$ cat src/rtl/hsvled_pkg.sv
package hsvled_pkg;

    // Opcodes of the command channel
    localparam logic [2:0] OP_SET_HUE   = 3'd0;
    localparam logic [2:0] OP_SET_BRI   = 3'd1;
    localparam logic [2:0] OP_ADJ_HUE   = 3'd2;
    localparam logic [2:0] OP_ADJ_BRI   = 3'd3;
    localparam logic [2:0] OP_SEG_START = 3'd4;
    localparam logic [2:0] OP_SEG_END   = 3'd5;
    localparam logic [2:0] OP_MOTION    = 3'd6;
    localparam logic [2:0] OP_PIXEL     = 3'd7;

    // Window registers hold any LED position of the largest strip
    localparam int WIN_W = 10;

    // Shared multiplier operand and product widths
    localparam int MUL_A_W = 24;
    localparam int MUL_B_W = 28;
    localparam int PROD_W  = MUL_A_W + MUL_B_W;

    typedef enum logic [4:0] {
        ST_IDLE,
        ST_HUE_MUL,
        ST_HUE_WR,
        ST_PCT_MUL,
        ST_PCT_WR,
        ST_ADJ,
        ST_SEG,
        ST_MOT_P,
        ST_MOT_R,
        ST_MOT_Y,
        ST_MOT_H,
        ST_MOT_S,
        ST_MOT_B,
        ST_COL_HV,
        ST_COL_VS,
        ST_COL_CT,
        ST_COL_X,
        ST_COL_OUT
    } state_t;

    typedef enum logic [3:0] {
        MUL_NONE,
        MUL_HUE,
        MUL_PCT,
        MUL_PITCH,
        MUL_ROLL,
        MUL_YAW,
        MUL_SAT,
        MUL_BRI,
        MUL_VS,
        MUL_CT,
        MUL_X15
    } mul_sel_t;

    typedef enum logic [3:0] {
        ACT_NONE,
        ACT_HUE_WR,
        ACT_PCT_WR,
        ACT_BRI_ADJ,
        ACT_SEG,
        ACT_NP,
        ACT_NR,
        ACT_NY_HUE,
        ACT_SAT,
        ACT_MOT_BRI,
        ACT_HV,
        ACT_T,
        ACT_C,
        ACT_OUT
    } act_t;

    typedef struct packed {
        logic     load;
        mul_sel_t mul_sel;
        act_t     act;
    } dp_cmd_t;

    typedef struct packed {
        logic out_free;
    } dp_stat_t;

endpackage

$ cat src/rtl/hsvled_ctrl.sv
module hsvled_ctrl import hsvled_pkg::*; (
    input  logic       aclk,
    input  logic       aresetn,
    input  logic       s_valid,
    output logic       s_ready,
    input  logic [2:0] s_opcode,
    input  dp_stat_t   stat,
    output dp_cmd_t    cmd
);

    state_t state_reg;
    state_t state_next;

    always_ff @(posedge aclk) begin
        if (!aresetn) begin
            state_reg <= ST_IDLE;
        end else begin
            state_reg <= state_next;
        end
    end

    always_comb begin
        state_next = state_reg;
        case (state_reg)
            ST_IDLE: begin
                if (s_valid) begin
                    if (s_opcode inside {OP_SET_HUE, OP_ADJ_HUE}) begin
                        state_next = ST_HUE_MUL;
                    end else if (s_opcode == OP_SET_BRI) begin
                        state_next = ST_PCT_MUL;
                    end else if (s_opcode == OP_ADJ_BRI) begin
                        state_next = ST_ADJ;
                    end else if (s_opcode inside {OP_SEG_START, OP_SEG_END}) begin
                        state_next = ST_SEG;
                    end else if (s_opcode == OP_MOTION) begin
                        state_next = ST_MOT_P;
                    end else begin
                        state_next = ST_COL_HV;
                    end
                end
            end
            ST_HUE_MUL: state_next = ST_HUE_WR;
            ST_HUE_WR:  state_next = ST_COL_HV;
            ST_PCT_MUL: state_next = ST_PCT_WR;
            ST_PCT_WR:  state_next = ST_COL_HV;
            ST_ADJ:     state_next = ST_COL_HV;
            ST_SEG:     state_next = ST_COL_HV;
            ST_MOT_P:   state_next = ST_MOT_R;
            ST_MOT_R:   state_next = ST_MOT_Y;
            ST_MOT_Y:   state_next = ST_MOT_H;
            ST_MOT_H:   state_next = ST_MOT_S;
            ST_MOT_S:   state_next = ST_MOT_B;
            ST_MOT_B:   state_next = ST_COL_HV;
            ST_COL_HV:  state_next = ST_COL_VS;
            ST_COL_VS:  state_next = ST_COL_CT;
            ST_COL_CT:  state_next = ST_COL_X;
            ST_COL_X:   state_next = ST_COL_OUT;
            ST_COL_OUT: begin
                if (stat.out_free) begin
                    state_next = ST_IDLE;
                end
            end
            default:    state_next = ST_IDLE;
        endcase
    end

    always_comb begin
        s_ready     = 1'b0;
        cmd.load    = 1'b0;
        cmd.mul_sel = MUL_NONE;
        cmd.act     = ACT_NONE;
        case (state_reg)
            ST_IDLE: begin
                s_ready  = 1'b1;
                cmd.load = s_valid;
            end
            ST_HUE_MUL: cmd.mul_sel = MUL_HUE;
            ST_HUE_WR:  cmd.act = ACT_HUE_WR;
            ST_PCT_MUL: cmd.mul_sel = MUL_PCT;
            ST_PCT_WR:  cmd.act = ACT_PCT_WR;
            ST_ADJ:     cmd.act = ACT_BRI_ADJ;
            ST_SEG:     cmd.act = ACT_SEG;
            ST_MOT_P:   cmd.mul_sel = MUL_PITCH;
            ST_MOT_R: begin
                cmd.act     = ACT_NP;
                cmd.mul_sel = MUL_ROLL;
            end
            ST_MOT_Y: begin
                cmd.act     = ACT_NR;
                cmd.mul_sel = MUL_YAW;
            end
            ST_MOT_H: begin
                cmd.act     = ACT_NY_HUE;
                cmd.mul_sel = MUL_SAT;
            end
            ST_MOT_S: begin
                cmd.act     = ACT_SAT;
                cmd.mul_sel = MUL_BRI;
            end
            ST_MOT_B:   cmd.act = ACT_MOT_BRI;
            ST_COL_HV:  cmd.act = ACT_HV;
            ST_COL_VS: begin
                cmd.act     = ACT_T;
                cmd.mul_sel = MUL_VS;
            end
            ST_COL_CT: begin
                cmd.act     = ACT_C;
                cmd.mul_sel = MUL_CT;
            end
            ST_COL_X:   cmd.mul_sel = MUL_X15;
            ST_COL_OUT: begin
                if (stat.out_free) begin
                    cmd.act = ACT_OUT;
                end
            end
            default: begin
                cmd.act = ACT_NONE;
            end
        endcase
    end

endmodule

$ cat src/rtl/hsvled_dp.sv
module hsvled_dp import hsvled_pkg::*; #(
    parameter int LED_COUNT = 300
) (
    input  logic               aclk,
    input  logic               aresetn,
    input  logic               cfg_we,
    input  logic [15:0]        cfg_wdata,
    input  logic [2:0]         s_opcode,
    input  logic signed [31:0] s_value,
    input  logic [15:0]        s_segment_number,
    input  logic [9:0]         s_pixel_index,
    input  logic signed [15:0] s_pitch_angle,
    input  logic signed [15:0] s_roll_angle,
    input  logic signed [15:0] s_yaw_angle,
    output logic               m_valid,
    input  logic               m_ready,
    output logic [23:0]        m_grb_color,
    output logic [23:0]        m_pixel_color,
    output logic [8:0]         m_first_lit,
    output logic [8:0]         m_last_lit,
    input  dp_cmd_t            cmd,
    output dp_stat_t           stat
);

    localparam logic [WIN_W-1:0] LAST_LED = WIN_W'(LED_COUNT - 1);
    localparam logic [15:0] ONE_Q15    = 16'd32768;
    localparam logic [15:0] TURN_Q7    = 16'd46080;
    localparam logic [15:0] SECTOR_Q7  = 16'd7680;
    localparam logic [23:0] HUE_BIAS   = 24'd4239360;
    localparam logic [16:0] HUE_RECIP  = 17'd93206;
    localparam logic [19:0] PCT_RECIP  = 20'd671089;
    localparam logic signed [31:0] PCT_LIMIT = 32'sd6553600;
    localparam logic [27:0] ANG_RECIP  = 28'd170890835;
    localparam logic signed [16:0] HALF_PI_Q12 = 17'sd6434;
    localparam logic signed [16:0] PI_Q12      = 17'sd12868;
    localparam logic signed [16:0] TWO_PI_Q12  = 17'sd25736;
    localparam logic [17:0] FIFTH_RECIP     = 18'd209716;
    localparam logic [20:0] FIFTEENTH_RECIP = 21'd1118482;
    localparam logic [15:0] SAT_BASE   = 16'd11469;
    localparam logic [15:0] BRI_BASE   = 16'd6554;

    function automatic logic [7:0] to_byte(input logic [16:0] q);
        logic [25:0] p;
        p = 26'(q) * 26'd255;
        to_byte = (p[25:15] > 11'd255) ? 8'hFF : p[22:15];
    endfunction

    // Architectural state
    logic [15:0]        min_br_reg;
    logic [15:0]        base_hue_reg, base_hue_next;
    logic [15:0]        base_sat_reg, base_sat_next;
    logic [15:0]        base_bri_reg, base_bri_next;
    logic [15:0]        hue_shift_reg, hue_shift_next;
    logic signed [16:0] bri_shift_reg, bri_shift_next;
    logic [WIN_W-1:0]   ws_reg, ws_next;
    logic [WIN_W-1:0]   we_reg, we_next;

    // Latched request
    logic [2:0]         op_reg;
    logic signed [31:0] val_reg;
    logic [15:0]        segn_reg;
    logic [9:0]         pix_reg;
    logic signed [15:0] pitch_reg, roll_reg, yaw_reg;

    // Working registers
    logic [PROD_W-1:0]  prod_reg, prod_next;
    logic [15:0]        np_reg, np_next;
    logic [15:0]        nr_reg, nr_next;
    logic [15:0]        h_reg, h_next;
    logic [15:0]        v_reg, v_next;
    logic [12:0]        t_reg, t_next;
    logic [2:0]         sector_reg, sector_next;
    logic [15:0]        c_reg;

    // Result register
    logic               m_valid_reg;
    logic [23:0]        grb_reg, grb_next;
    logic [23:0]        pixc_reg, pixc_next;
    logic [8:0]         first_reg, last_reg;

    logic [15:0]        floor_lvl;
    logic [23:0]        hue_y;
    logic [MUL_A_W-1:0] mul_a;
    logic [MUL_B_W-1:0] mul_b;
    logic signed [16:0] pitch_a, roll_b, yaw_b;
    logic [18:0]        sat_13;
    logic [23:0]        hue_qm, hue_r0, hue_r1;
    logic [15:0]        pct_q;
    logic signed [32:0] adj_sum;
    logic [15:0]        adj_level;
    logic [15:0]        seg_m1;
    logic [WIN_W-1:0]   seg_idx;
    logic [15:0]        ny_val;
    logic [23:0]        mot_sum;
    logic [15:0]        mot_hh;
    logic [15:0]        mot_bri;
    logic [16:0]        h_sum;
    logic signed [17:0] v_sum;
    logic [15:0]        sec_base, frac;
    logic [15:0]        x_val, m_val;
    logic [16:0]        ch_r, ch_g, ch_b;

    assign floor_lvl = (min_br_reg > ONE_Q15) ? ONE_Q15 : min_br_reg;

    // Hue in Q17.7, biased positive so the reciprocal multiply sees an unsigned value
    assign hue_y = {val_reg[31], val_reg[31:9]} + HUE_BIAS
                 + ((op_reg == OP_ADJ_HUE) ? {8'd0, hue_shift_reg} : 24'd0);

    assign pitch_a = $signed({pitch_reg[15], pitch_reg}) + HALF_PI_Q12;
    assign roll_b  = $signed({roll_reg[15], roll_reg}) + PI_Q12;
    assign yaw_b   = $signed({yaw_reg[15], yaw_reg}) + PI_Q12;
    assign sat_13  = 19'(nr_reg) * 19'd13;

    always_comb begin
        mul_a = '0;
        mul_b = '0;
        case (cmd.mul_sel)
            MUL_HUE: begin
                mul_a = hue_y;
                mul_b = MUL_B_W'(HUE_RECIP);
            end
            MUL_PCT: begin
                mul_a = MUL_A_W'(val_reg[22:3]);
                mul_b = MUL_B_W'(PCT_RECIP);
            end
            MUL_PITCH: begin
                mul_a = MUL_A_W'(pitch_a[13:0]);
                mul_b = ANG_RECIP;
            end
            MUL_ROLL: begin
                mul_a = MUL_A_W'(roll_b[14:0]);
                mul_b = ANG_RECIP;
            end
            MUL_YAW: begin
                mul_a = MUL_A_W'(yaw_b[14:0]);
                mul_b = ANG_RECIP;
            end
            MUL_SAT: begin
                mul_a = MUL_A_W'(sat_13[18:2]);
                mul_b = MUL_B_W'(FIFTH_RECIP);
            end
            MUL_BRI: begin
                mul_a = MUL_A_W'({np_reg, 2'b00});
                mul_b = MUL_B_W'(FIFTH_RECIP);
            end
            MUL_VS: begin
                mul_a = MUL_A_W'(v_reg);
                mul_b = MUL_B_W'(base_sat_reg);
            end
            MUL_CT: begin
                mul_a = MUL_A_W'(prod_reg[30:15]);
                mul_b = MUL_B_W'(t_reg);
            end
            MUL_X15: begin
                mul_a = MUL_A_W'(prod_reg[27:9]);
                mul_b = MUL_B_W'(FIFTEENTH_RECIP);
            end
            default: begin
                mul_a = '0;
                mul_b = '0;
            end
        endcase
        prod_next = PROD_W'(mul_a) * PROD_W'(mul_b);
    end

    // Remainder after the reciprocal quotient; the quotient may be one short
    assign hue_qm = 24'(prod_reg[39:32]) * 24'(TURN_Q7);
    assign hue_r0 = hue_y - hue_qm;
    assign hue_r1 = (hue_r0 >= 24'(TURN_Q7)) ? hue_r0 - 24'(TURN_Q7) : hue_r0;

    assign pct_q = prod_reg[39:24];

    assign adj_sum = $signed({17'd0, base_bri_reg})
                   + $signed({{16{bri_shift_reg[16]}}, bri_shift_reg})
                   + $signed({{2{val_reg[31]}}, val_reg[31:1]});

    always_comb begin
        if (adj_sum < $signed({17'd0, floor_lvl})) begin
            adj_level = floor_lvl;
        end else if (adj_sum > $signed({17'd0, ONE_Q15})) begin
            adj_level = ONE_Q15;
        end else begin
            adj_level = adj_sum[15:0];
        end
    end

    assign seg_m1  = (segn_reg == 16'd0) ? 16'd0 : segn_reg - 16'd1;
    assign seg_idx = (seg_m1 >= 16'(LED_COUNT)) ? LAST_LED : seg_m1[WIN_W-1:0];

    assign ny_val  = (yaw_b < 0) ? 16'd0 :
                     (yaw_b >= TWO_PI_Q12) ? ONE_Q15 : prod_reg[42:27];
    assign mot_sum = 24'(ny_val) * 24'd360 + 24'(nr_reg) * 24'd120;
    assign mot_hh  = mot_sum[23:8];
    assign mot_bri = BRI_BASE + prod_reg[35:20];

    assign h_sum = 17'(base_hue_reg) + 17'(hue_shift_reg);
    assign v_sum = $signed({2'b00, base_bri_reg})
                 + $signed({bri_shift_reg[16], bri_shift_reg});

    always_comb begin
        base_hue_next  = base_hue_reg;
        base_sat_next  = base_sat_reg;
        base_bri_next  = base_bri_reg;
        hue_shift_next = hue_shift_reg;
        bri_shift_next = bri_shift_reg;
        ws_next        = ws_reg;
        we_next        = we_reg;
        np_next        = np_reg;
        nr_next        = nr_reg;
        case (cmd.act)
            ACT_HUE_WR: begin
                if (op_reg == OP_ADJ_HUE) begin
                    hue_shift_next = hue_r1[15:0];
                end else begin
                    base_hue_next  = hue_r1[15:0];
                    hue_shift_next = 16'd0;
                end
            end
            ACT_PCT_WR: begin
                if (val_reg[31]) begin
                    base_bri_next = floor_lvl;
                end else if (val_reg >= PCT_LIMIT) begin
                    base_bri_next = ONE_Q15;
                end else begin
                    base_bri_next = (pct_q < floor_lvl) ? floor_lvl : pct_q;
                end
                bri_shift_next = 17'sd0;
            end
            ACT_BRI_ADJ: begin
                bri_shift_next = $signed({1'b0, adj_level}) - $signed({1'b0, base_bri_reg});
            end
            ACT_SEG: begin
                if (op_reg == OP_SEG_START) begin
                    ws_next = seg_idx;
                    we_next = (seg_idx > we_reg) ? seg_idx : we_reg;
                end else begin
                    we_next = (seg_idx < ws_reg) ? ws_reg : seg_idx;
                end
            end
            ACT_NP: begin
                np_next = (pitch_a < 0) ? 16'd0 :
                          (pitch_a >= PI_Q12) ? ONE_Q15 : prod_reg[41:26];
            end
            ACT_NR: begin
                nr_next = (roll_b < 0) ? 16'd0 :
                          (roll_b >= TWO_PI_Q12) ? ONE_Q15 : prod_reg[42:27];
            end
            ACT_NY_HUE: begin
                base_hue_next = (mot_hh >= TURN_Q7) ? mot_hh - TURN_Q7 : mot_hh;
            end
            ACT_SAT: begin
                base_sat_next = SAT_BASE + prod_reg[35:20];
            end
            ACT_MOT_BRI: begin
                base_bri_next = (mot_bri < floor_lvl) ? floor_lvl : mot_bri;
            end
            default: begin
                base_hue_next = base_hue_reg;
            end
        endcase
    end

    always_comb begin
        h_next = (h_sum >= 17'(TURN_Q7)) ? 16'(h_sum - 17'(TURN_Q7)) : h_sum[15:0];
        if (v_sum < $signed({2'b00, floor_lvl})) begin
            v_next = floor_lvl;
        end else if (v_sum > $signed({2'b00, ONE_Q15})) begin
            v_next = ONE_Q15;
        end else begin
            v_next = v_sum[15:0];
        end
    end

    always_comb begin
        if (h_reg >= 16'd38400) begin
            sector_next = 3'd5;
        end else if (h_reg >= 16'd30720) begin
            sector_next = 3'd4;
        end else if (h_reg >= 16'd23040) begin
            sector_next = 3'd3;
        end else if (h_reg >= 16'd15360) begin
            sector_next = 3'd2;
        end else if (h_reg >= SECTOR_Q7) begin
            sector_next = 3'd1;
        end else begin
            sector_next = 3'd0;
        end
        sec_base = 16'(sector_next) * SECTOR_Q7;
        frac     = h_reg - sec_base;
        t_next   = sector_next[0] ? 13'(SECTOR_Q7 - frac) : frac[12:0];
    end

    assign x_val = prod_reg[39:24];
    assign m_val = v_reg - c_reg;

    always_comb begin
        ch_r = 17'(m_val);
        ch_g = 17'(m_val);
        ch_b = 17'(m_val);
        case (sector_reg)
            3'd0: begin
                ch_r = 17'(m_val) + 17'(c_reg);
                ch_g = 17'(m_val) + 17'(x_val);
            end
            3'd1: begin
                ch_r = 17'(m_val) + 17'(x_val);
                ch_g = 17'(m_val) + 17'(c_reg);
            end
            3'd2: begin
                ch_g = 17'(m_val) + 17'(c_reg);
                ch_b = 17'(m_val) + 17'(x_val);
            end
            3'd3: begin
                ch_g = 17'(m_val) + 17'(x_val);
                ch_b = 17'(m_val) + 17'(c_reg);
            end
            3'd4: begin
                ch_r = 17'(m_val) + 17'(x_val);
                ch_b = 17'(m_val) + 17'(c_reg);
            end
            default: begin
                ch_r = 17'(m_val) + 17'(c_reg);
                ch_b = 17'(m_val) + 17'(x_val);
            end
        endcase
        grb_next  = {to_byte(ch_g), to_byte(ch_r), to_byte(ch_b)};
        pixc_next = ((op_reg == OP_PIXEL) && (pix_reg >= ws_reg) && (pix_reg <= we_reg))
                  ? grb_next : 24'd0;
    end

    always_ff @(posedge aclk) begin
        if (!aresetn) begin
            min_br_reg    <= 16'd1638;
            base_hue_reg  <= 16'd3200;
            base_sat_reg  <= ONE_Q15;
            base_bri_reg  <= 16'd16062;
            hue_shift_reg <= 16'd0;
            bri_shift_reg <= 17'sd0;
            ws_reg        <= '0;
            we_reg        <= LAST_LED;
            m_valid_reg   <= 1'b0;
        end else begin
            if (cfg_we) begin
                min_br_reg <= cfg_wdata;
            end
            base_hue_reg  <= base_hue_next;
            base_sat_reg  <= base_sat_next;
            base_bri_reg  <= base_bri_next;
            hue_shift_reg <= hue_shift_next;
            bri_shift_reg <= bri_shift_next;
            ws_reg        <= ws_next;
            we_reg        <= we_next;
            if (cmd.act == ACT_OUT) begin
                m_valid_reg <= 1'b1;
            end else if (m_ready) begin
                m_valid_reg <= 1'b0;
            end
        end
    end

    always_ff @(posedge aclk) begin
        if (cmd.load) begin
            op_reg    <= s_opcode;
            val_reg   <= s_value;
            segn_reg  <= s_segment_number;
            pix_reg   <= s_pixel_index;
            pitch_reg <= s_pitch_angle;
            roll_reg  <= s_roll_angle;
            yaw_reg   <= s_yaw_angle;
        end
        if (cmd.mul_sel != MUL_NONE) begin
            prod_reg <= prod_next;
        end
        np_reg <= np_next;
        nr_reg <= nr_next;
        if (cmd.act == ACT_HV) begin
            h_reg <= h_next;
            v_reg <= v_next;
        end
        if (cmd.act == ACT_T) begin
            sector_reg <= sector_next;
            t_reg      <= t_next;
        end
        if (cmd.act == ACT_C) begin
            c_reg <= prod_reg[30:15];
        end
        if (cmd.act == ACT_OUT) begin
            grb_reg   <= grb_next;
            pixc_reg  <= pixc_next;
            first_reg <= ws_reg[8:0];
            last_reg  <= we_reg[8:0];
        end
    end

    assign stat.out_free = !m_valid_reg || m_ready;
    assign m_valid       = m_valid_reg;
    assign m_grb_color   = grb_reg;
    assign m_pixel_color = pixc_reg;
    assign m_first_lit   = first_reg;
    assign m_last_lit    = last_reg;

`ifndef SYNTHESIS
    a_window_order: assert property (@(posedge aclk) disable iff (!aresetn)
        ws_reg <= we_reg)
        else $error("segment start beyond segment end");

    a_window_range: assert property (@(posedge aclk) disable iff (!aresetn)
        we_reg <= LAST_LED)
        else $error("segment end beyond strip");

    a_hue_range: assert property (@(posedge aclk) disable iff (!aresetn)
        (base_hue_reg < TURN_Q7) && (hue_shift_reg < TURN_Q7))
        else $error("hue not wrapped");

    a_pixel_color: assert property (@(posedge aclk) disable iff (!aresetn)
        (m_valid_reg && (pixc_reg != 24'd0)) |-> (pixc_reg == grb_reg))
        else $error("pixel color differs from current color");
`endif

endmodule

$ cat src/rtl/hsv_led_strip_color_controller_top.sv
// Channel   | Handshake              | Payload
// ----------+------------------------+-------------------------------------------------
// command   | s_valid / s_ready      | s_opcode, s_value, s_segment_number,
//           |                        | s_pixel_index, s_pitch_angle, s_roll_angle,
//           |                        | s_yaw_angle
// result    | m_valid / m_ready      | m_grb_color, m_pixel_color, m_first_lit, m_last_lit
// config    | cfg_we                 | cfg_wdata (brightness floor, Q1.15)
//
// A request occupies the block from its accept cycle until its result enters the output
// register; s_ready is high only while idle. Every request ends with the HSV to GRB conversion
// (COL_HV, COL_VS, COL_CT, COL_X, COL_OUT) after its own update steps. One shared multiplier,
// used once per cycle, sets how long each request takes.
// aresetn is synchronous and active low; it restores the default color, clears the
// offsets and opens the window over the whole strip.
// A finished result sits in the output register until taken; the next request is
// accepted meanwhile and only its final cycle waits for the output register to free.
module hsv_led_strip_color_controller_top import hsvled_pkg::*; #(
    parameter int LED_COUNT = 300
) (
    input  logic               aclk,
    input  logic               aresetn,
    // brightness floor register
    input  logic               cfg_we,
    input  logic [15:0]        cfg_wdata,
    // command channel
    input  logic               s_valid,
    output logic               s_ready,
    input  logic [2:0]         s_opcode,
    input  logic signed [31:0] s_value,
    input  logic [15:0]        s_segment_number,
    input  logic [9:0]         s_pixel_index,
    input  logic signed [15:0] s_pitch_angle,
    input  logic signed [15:0] s_roll_angle,
    input  logic signed [15:0] s_yaw_angle,
    // result channel
    output logic               m_valid,
    input  logic               m_ready,
    output logic [23:0]        m_grb_color,
    output logic [23:0]        m_pixel_color,
    output logic [8:0]         m_first_lit,
    output logic [8:0]         m_last_lit
);

    // Controller steps the datapath through the command update and the color
    // conversion; the datapath reports back whether the output register is free.
    dp_cmd_t  cmd;
    dp_stat_t stat;

    hsvled_ctrl u_ctrl (
        .aclk     (aclk),
        .aresetn  (aresetn),
        .s_valid  (s_valid),
        .s_ready  (s_ready),
        .s_opcode (s_opcode),
        .stat     (stat),
        .cmd      (cmd)
    );

    // Datapath holds the color state, the segment window, the shared multiplier
    // and the result register.
    hsvled_dp #(
        .LED_COUNT (LED_COUNT)
    ) u_dp (
        .aclk             (aclk),
        .aresetn          (aresetn),
        .cfg_we           (cfg_we),
        .cfg_wdata        (cfg_wdata),
        .s_opcode         (s_opcode),
        .s_value          (s_value),
        .s_segment_number (s_segment_number),
        .s_pixel_index    (s_pixel_index),
        .s_pitch_angle    (s_pitch_angle),
        .s_roll_angle     (s_roll_angle),
        .s_yaw_angle      (s_yaw_angle),
        .m_valid          (m_valid),
        .m_ready          (m_ready),
        .m_grb_color      (m_grb_color),
        .m_pixel_color    (m_pixel_color),
        .m_first_lit      (m_first_lit),
        .m_last_lit       (m_last_lit),
        .cmd              (cmd),
        .stat             (stat)
    );

endmodule
$ cat config.mk
export PLATFORM = sky130hd
export DESIGN_NAME = hsv_led_strip_color_controller_top
export DESIGN_NICKNAME = d
export VERILOG_FILES = /design/src/rtl/hsvled_pkg.sv /design/src/rtl/hsvled_ctrl.sv /design/src/rtl/hsvled_dp.sv /design/src/rtl/hsv_led_strip_color_controller_top.sv
export SDC_FILE = /design/constraint.sdc
export NUM_CORES = 2
export LEC_CHECK = 0
export ABC_AREA = 1
export BUFFER_PORTS_ARGS = -buffer_cell sky130_fd_sc_hd__buf_2
export CAP_MARGIN = 15
export CORE_ASPECT_RATIO = 0.5
export CORE_MARGIN = 2
export CORE_UTILIZATION = 55
export CTS_CLUSTER_DIAMETER = 60
export DETAILED_ROUTE_END_ITERATION = 8
export PLACE_DENSITY = 0.82
export SETUP_SLACK_MARGIN = 0.1
export SLEW_MARGIN = 10
export SYNTH_ARGS = -nofsm -noshare
export SYNTH_HDL_FRONTEND = slang
export SYNTH_SLANG_ARGS = --single-unit
export TNS_END_PERCENT = 50
$ cat constraint.sdc
create_clock -name aclk -period 8.8 [get_ports aclk]
set_input_delay 0 -clock aclk [delete_from_list [all_inputs] [get_ports aclk]]
set_output_delay 0 -clock aclk [all_outputs]
set_load 0.01 [all_outputs]
## After elaboration in Yosys (flattened, before gate mapping)

Index checks and enable logic that the tools add are counted.

| storage, ports and cells | value |
|---|---|
| output and inout bits | 68 |
| bits in read-only memories | 0 |
| flip-flop bits (word level) | 437 |
| memories kept | 0 |
| latch bits | 0 |
| input port bits | 130 |
| RAM bits | 0 |

| cells by class | value |
|---|---|
| div/mod/pow operators | 0 |
| eq/ne operators | 57 |
| shift operators | 0 |
| muxes and demuxes | 56 |
| reduce and logical (&&, ||, !) cells | 30 |
| $mul | 9 |
| bitwise logic cells | 0 |
| magnitude comparators | 30 |
| $add $sub $neg | 23 |

Operators with widths:

| operator | number |
|---|---|
| 16-bit two-way mux | 20 |
| 24-bit one-hot mux with 10 select lines | 1 |
| 28-bit one-hot mux with 7 select lines | 1 |
| 17-bit one-hot mux with 2 select lines | 4 |
| 17-bit by 8-bit multiplier with 25-bit output (second input constant) | 3 |
| 5-bit one-hot mux with 14 select lines | 1 |
| 16-bit one-hot mux with 2 select lines | 2 |
| 4-bit one-hot mux with 13 select lines | 1 |
| 16-bit by 16-bit adder with 17-bit output | 3 |
| 17-bit by 16-bit >= comparator with 1-bit output (second input constant) | 3 |
| 17-bit by 1-bit < comparator with 1-bit output (second input constant) | 3 |
| 16-bit subtractor (second input constant) | 3 |
| 24-bit by 28-bit multiplier with 43-bit output | 1 |
| 5-bit by 4-bit equality test with 1-bit output (second input constant) | 8 |
| 10-bit two-way mux | 4 |
| 4-bit one-hot mux with 10 select lines | 1 |
| 17-bit by 17-bit adder with 18-bit output | 2 |
| 4-bit equality test (second input constant) | 9 |
| 16-bit by 15-bit adder with 17-bit output (second input constant) | 2 |
| 33-bit by 17-bit greater-than comparator with 1-bit output (second input constant) | 1 |
| 33-bit by 17-bit < comparator with 1-bit output | 1 |
| 18-bit by 31-bit adder with 32-bit output | 1 |
| 4-bit by 3-bit equality test with 1-bit output (second input constant) | 8 |
| 16-bit by 15-bit >= comparator with 1-bit output (second input constant) | 2 |
| other kinds (61) | 120 |

## Logic depth before layout (Yosys ltp)

| logic depth | value |
|---|---|
| depth after elaboration | 10 |
| gate-level depth with buffers | 56 |
| depth with buffers taken out | 55 |

## Hierarchy

From an unflattened synthesis, not the netlist that was laid out.

| second synthesis, totals | value |
|---|---|
| cell total of the unflattened synthesis | 7734 |
| area, all modules | 63078.0 µm² |

By module, submodules not included:

| module | times used | cells each | area an instance (µm²) |
|---|---|---|---|
| hsvled_dp | 1 | 7634 | 62478.7 |
| hsvled_ctrl | 1 | 100 | 599.3 |

## Worst setup path after synthesis

No wires, ideal clock.

| timing path | value |
|---|---|
| kind | reg2reg |
| from | register u_dp.op_reg[2] |
| to | register u_dp.prod_reg[41] (data pin) |
| cell stages (with the launch flop) | 45 |
| path slack | -0.464 ns |
| library setup time | 0.252 ns |
| arrival time | 9.012 ns |
| required time | 8.548 ns |
| path through | edfxtp_1 -> nor3_1 -> inv_1 -> clkbuf_1 -> nor2_1 -> ha_1 -> ha_1 -> fa_1 -> nand2_1 -> nand2_1 -> a21oi_1 -> o31ai_1 -> xor2_1 -> a22o_1 -> nor3_2 -> clkbuf_1 -> nor2_1 -> fa_1 -> (+9 left out) -> inv_1 -> ha_1 -> a21oi_1 -> o21ai_0 -> inv_1 -> o221ai_1 -> a21oi_1 -> o21ai_1 -> nand2_1 -> nand2_1 -> nand2_1 -> o211ai_2 -> a21oi_2 -> inv_2 -> nand2_1 -> nand2_1 -> nand2_1 -> nand2_1 |

| between the ends | value |
|---|---|
| longest elaborated chain between the ends | 5 |

Ends and longest elaborated chain:

| what | line | text |
|---|---|---|
| start, declared | hsvled_dp.sv:59 | `logic [2:0] op_reg;` |
| start signal, assigned | hsvled_dp.sv:363 | `op_reg <= s_opcode;` |
| 3-bit by 2-bit equality test with 1-bit output | hsvled_dp.sv:107 | `+ ((op_reg == OP_ADJ_HUE) ? {8'd0, hue_shift_reg} : 24'd0);` |
| 16-bit two-way mux | hsvled_dp.sv:107 |  |
| 24-bit adder | hsvled_dp.sv:107 |  |
| 24-bit one-hot mux with 10 select lines | hsvled_dp.sv:117 | `case (cmd.mul_sel)` |
| 24-bit by 28-bit multiplier with 43-bit output | hsvled_dp.sv:163 | `prod_next = PROD_W'(mul_a) * PROD_W'(mul_b);` |
| net u_dp.prod_next[41] | hsvled_dp.sv:66 | `logic [PROD_W-1:0] prod_reg, prod_next;` |
| end signal, assigned | hsvled_dp.sv:372 | `prod_reg <= prod_next;` |
| end, declared | hsvled_dp.sv:66 |  |

The timed path passes the listed nets, and every way through them passes these cells.
A chain may end at the register's enable or synchronous reset.

## Worst setup path in the final report

| timing path | value |
|---|---|
| from | register u_dp.nr_reg[5] |
| to | register u_dp.prod_reg[35] (data pin) |

| between the ends | value |
|---|---|
| longest elaborated chain between the ends | 3 |

Ends and longest elaborated chain:

| what | line | text |
|---|---|---|
| start, declared | hsvled_dp.sv:68 | `logic [15:0] nr_reg, nr_next;` |
| start signal, assigned | hsvled_dp.sv:375 | `nr_reg <= nr_next;` |
| 16-bit by 4-bit multiplier with 19-bit output | hsvled_dp.sv:112 | `assign sat_13 = 19'(nr_reg) * 19'd13;` |
| 24-bit one-hot mux with 10 select lines | hsvled_dp.sv:117 |  |
| 24-bit by 28-bit multiplier with 43-bit output | hsvled_dp.sv:163 |  |
| net u_dp.prod_next[35] | hsvled_dp.sv:66 |  |

The timed path passes the listed nets, and every way through them passes these cells.

==> metrics.yaml <==
gr-total-overflow: 0
hold_class: "primary input to flop"
vias: 58500
grt_antenna_before_repair: 13
cts_sinks: 427
die_area_sq_mm: 0.117
clock_latency_ns: 0.65
synth_seq_cells: 427
synth_area_sq_mm: 0.0627
fin_ws_ns: -0.568
cp_top_family: "adder cells"
layout_min_cycle_time_ns: 9.37
path_buf_inv: 9
initial_core_util_pct: 55.6
instances_no_fill: 10300
synth-xor-area-share_pct: 4.02
rows: 87
wl_per_cell_um: 21.8
synth_edf_count: 304
clockBufferDepth: 3
start_kind: "flop"
syn_inst: 7683
critical_path_arrival_ns: 9.74
ioPinCount: 198
path_common_cell: "nand2_1"
gp_congestion: 1.06
wl_um: 226000
die_w_um: 482
violations: "setup timing"
max-cap-violations: 0
fin_crit_sh_pct: 106
cts_tree: "yes"
area_delta_synth_final_pct: 23.1
grt_pass1_wl_um: 332000
synth_cell_types: 79
place_hpwl_um: 177000
grt_pass1_vias: 57600
ant_nets: 0
largest_reg_flops: 34
cp.required_ns: 9.17
synth.area.mux_share_pct: 0
relSlewSlack_pct: 20.9
crit_fanout: 5
cp-end-kind: "flop"
critPathKind: "flop to flop"
route.detailed.drc: 0
ys_warn_count: 0
cp_slowest_stage_delay_ns: 0.58
outcome: "finished with violations"
chipHeight_um: 243
drt_first_iter_violations: 6255
worst_pin_slew_ns: 1.19
fin_nets: 10400
syn_area_per_cell_sq_um: 8.17
coreArea_sq_mm: 0.113
rsz0062_at_grt: "yes"
portBuffers: 196
dr.pass1.iters: 8
drive_above_1_share_pct: 18.5
dp_cells: 10000
numCtsBuffers: 46
root_buffer: "clkbuf_16"
htreeDepth: 2
synth_flop_cell: "edfxtp_1"
synth_fa_ha_area_share_pct: 39.6
layout_common_cells: "inv_1 (1761), nand2_1 (1234), fa_1 (767)"
setup_viol: 28
yosys.area_share.simple_pct: 15.4
layout_commonest_cell: "inv_1"
clock_skew_ns: 0.0351
slew_violations: 0
rrSetupSlack_ns: -0.57
synth_compound_area_share_pct: 10.5
grt_usage_pct: 37.3
ys_seq_area_share_pct: 18.5
clkTransAtPathRegs_ns: 0.08
async_flop_share_pct: 0
cp_slowest_cell: "fa_1"
vias_per_cell: 5.66
grt_max_degree: 69
synth_top_family_by_area: "adder cells"
clock.fmax_mhz: 107
finalHoldViolations: 0
-- worst reg2reg max path, delay by kind of cell (launching register included) --
family / cells / cell delay (ns)
fa+ha+maj: 11 / 4.93
buf+inv: 9 / 0.98
flops: 1 / 0.52
compound gates: 9 / 1.05
simple gates: 16 / 1.64
-- cell families after synthesis --
| kind of cell | count (synthesis) |
|---|---|
| AND/OR/NAND/NOR | 2328 |
| flip-flops | 427 |
| AO/OA/AOI/OAI | 1136 |
| buffers and inverters | 1992 |
| adder cells (fa/ha/maj) | 1512 |
| other | 2 |
| XOR/XNOR | 286 |
-- synthesized netlist by cell type (all sizes together) (4+ instances only) --
library cell,instances,share of area (%)
nand3,218,1.8
o211ai,54,0.65
nand3b,17,0.20
edfxtp,304,15
inv,1850,11
nand4,61,0.61
xnor2,98,1.4
nand2,1344,8.1
a22o,6,0.084
o21bai,22,0.26
a221oi,16,0.22
and2,4,0.040
a21boi,10,0.12
a21oi,519,4.2
o2bb2ai,4,0.056
o21ai,327,2.7
clkbuf,100,0.60
o221a,7,0.13
a31oi,16,0.16
dfxtp,123,3.9
xor2,188,2.6
o221ai,10,0.14
o21a,15,0.18
o2111ai,11,0.15
o31ai,22,0.29
o22ai,31,0.31
or2,35,0.35
fa,792,25
a21o,23,0.28
a211oi,20,0.24
nor2,521,3.2
nor3,86,0.69
nor3b,4,0.048
ha,720,14
buf,24,0.20
clkinv,18,0.11
nor4,30,0.31
a2111oi,6,0.084
-- cell type report --
| type | count | area, sq um |
|---|---|---|
| Clock buffer | 62 | 1270 |
| Inverter | 1868 | 7040 |
| Sequential cell | 427 | 11600 |
| Fill cell | 8408 | 35600 |
| Antenna cell | 2 | 5.00 |
| Tap cell | 1513 | 1890 |
| Timing Repair inverter | 2 | 13.8 |
| Multi-Input combinational cell | 5341 | 46600 |
| Clock inverter | 23 | 251 |
| Timing Repair Buffer | 1097 | 8530 |
-- worst paths after layout --
| check | startpoint | endpoint | cells past startpoint |
|---|---|---|---|
| worst max register to register | u_dp.nr_reg[5] | u_dp.prod_reg[35] | 45 |
| worst min-delay path | cfg_we | u_dp.min_br_reg[5] | 4 |
| worst min register to register | u_dp.base_sat_reg[2] | u_dp.base_sat_reg[2] | 2 |
| worst max-delay path | u_dp.nr_reg[5] | u_dp.prod_reg[35] | 45 |
-- what timing repair did --
action	in CTS	in global routing
setup endpoints to repair	78	86
resized for setup	223	467
endpoints found under the hold margin	155	0
gates cloned	1	4
pin swaps	98	277
hold buffers	147	0
buffers inserted	31	69
-- metal layers --
metal / vias up / GRT usage [%] / wire, um
met5: - / 0 / 168
met2: 3487 / 56.2 / 97200
met3: 830 / 11.9 / 29600
met4: 14 / 15.4 / 12600
li1: 26300 / - / -
met1: 27900 / 49.5 / 85900
-- stage by stage --
step           setup TNS (ns)  utilization, %  hold WS (ns)  worst slack [ns]  area (sq um)
3_5_place_dp           -20.45            62.6         0.178            -0.623         70700
6_report               -10.04            68.4        0.0640            -0.568         77200
5_1_grt                -24.05            68.4        0.0662            -0.893         77200
2_1_floorplan               0               -        0.0989            0.0861         63200
4_1_cts                 -5.34            66.4        0.0105            -0.428         74900
3_3_place_gp           -13.99            62.6         0.177            -0.601         70700
Power is left out: the tool's default activity adds up to more than one toggle a clock period on the data nets, which glitch-free logic cannot reach.
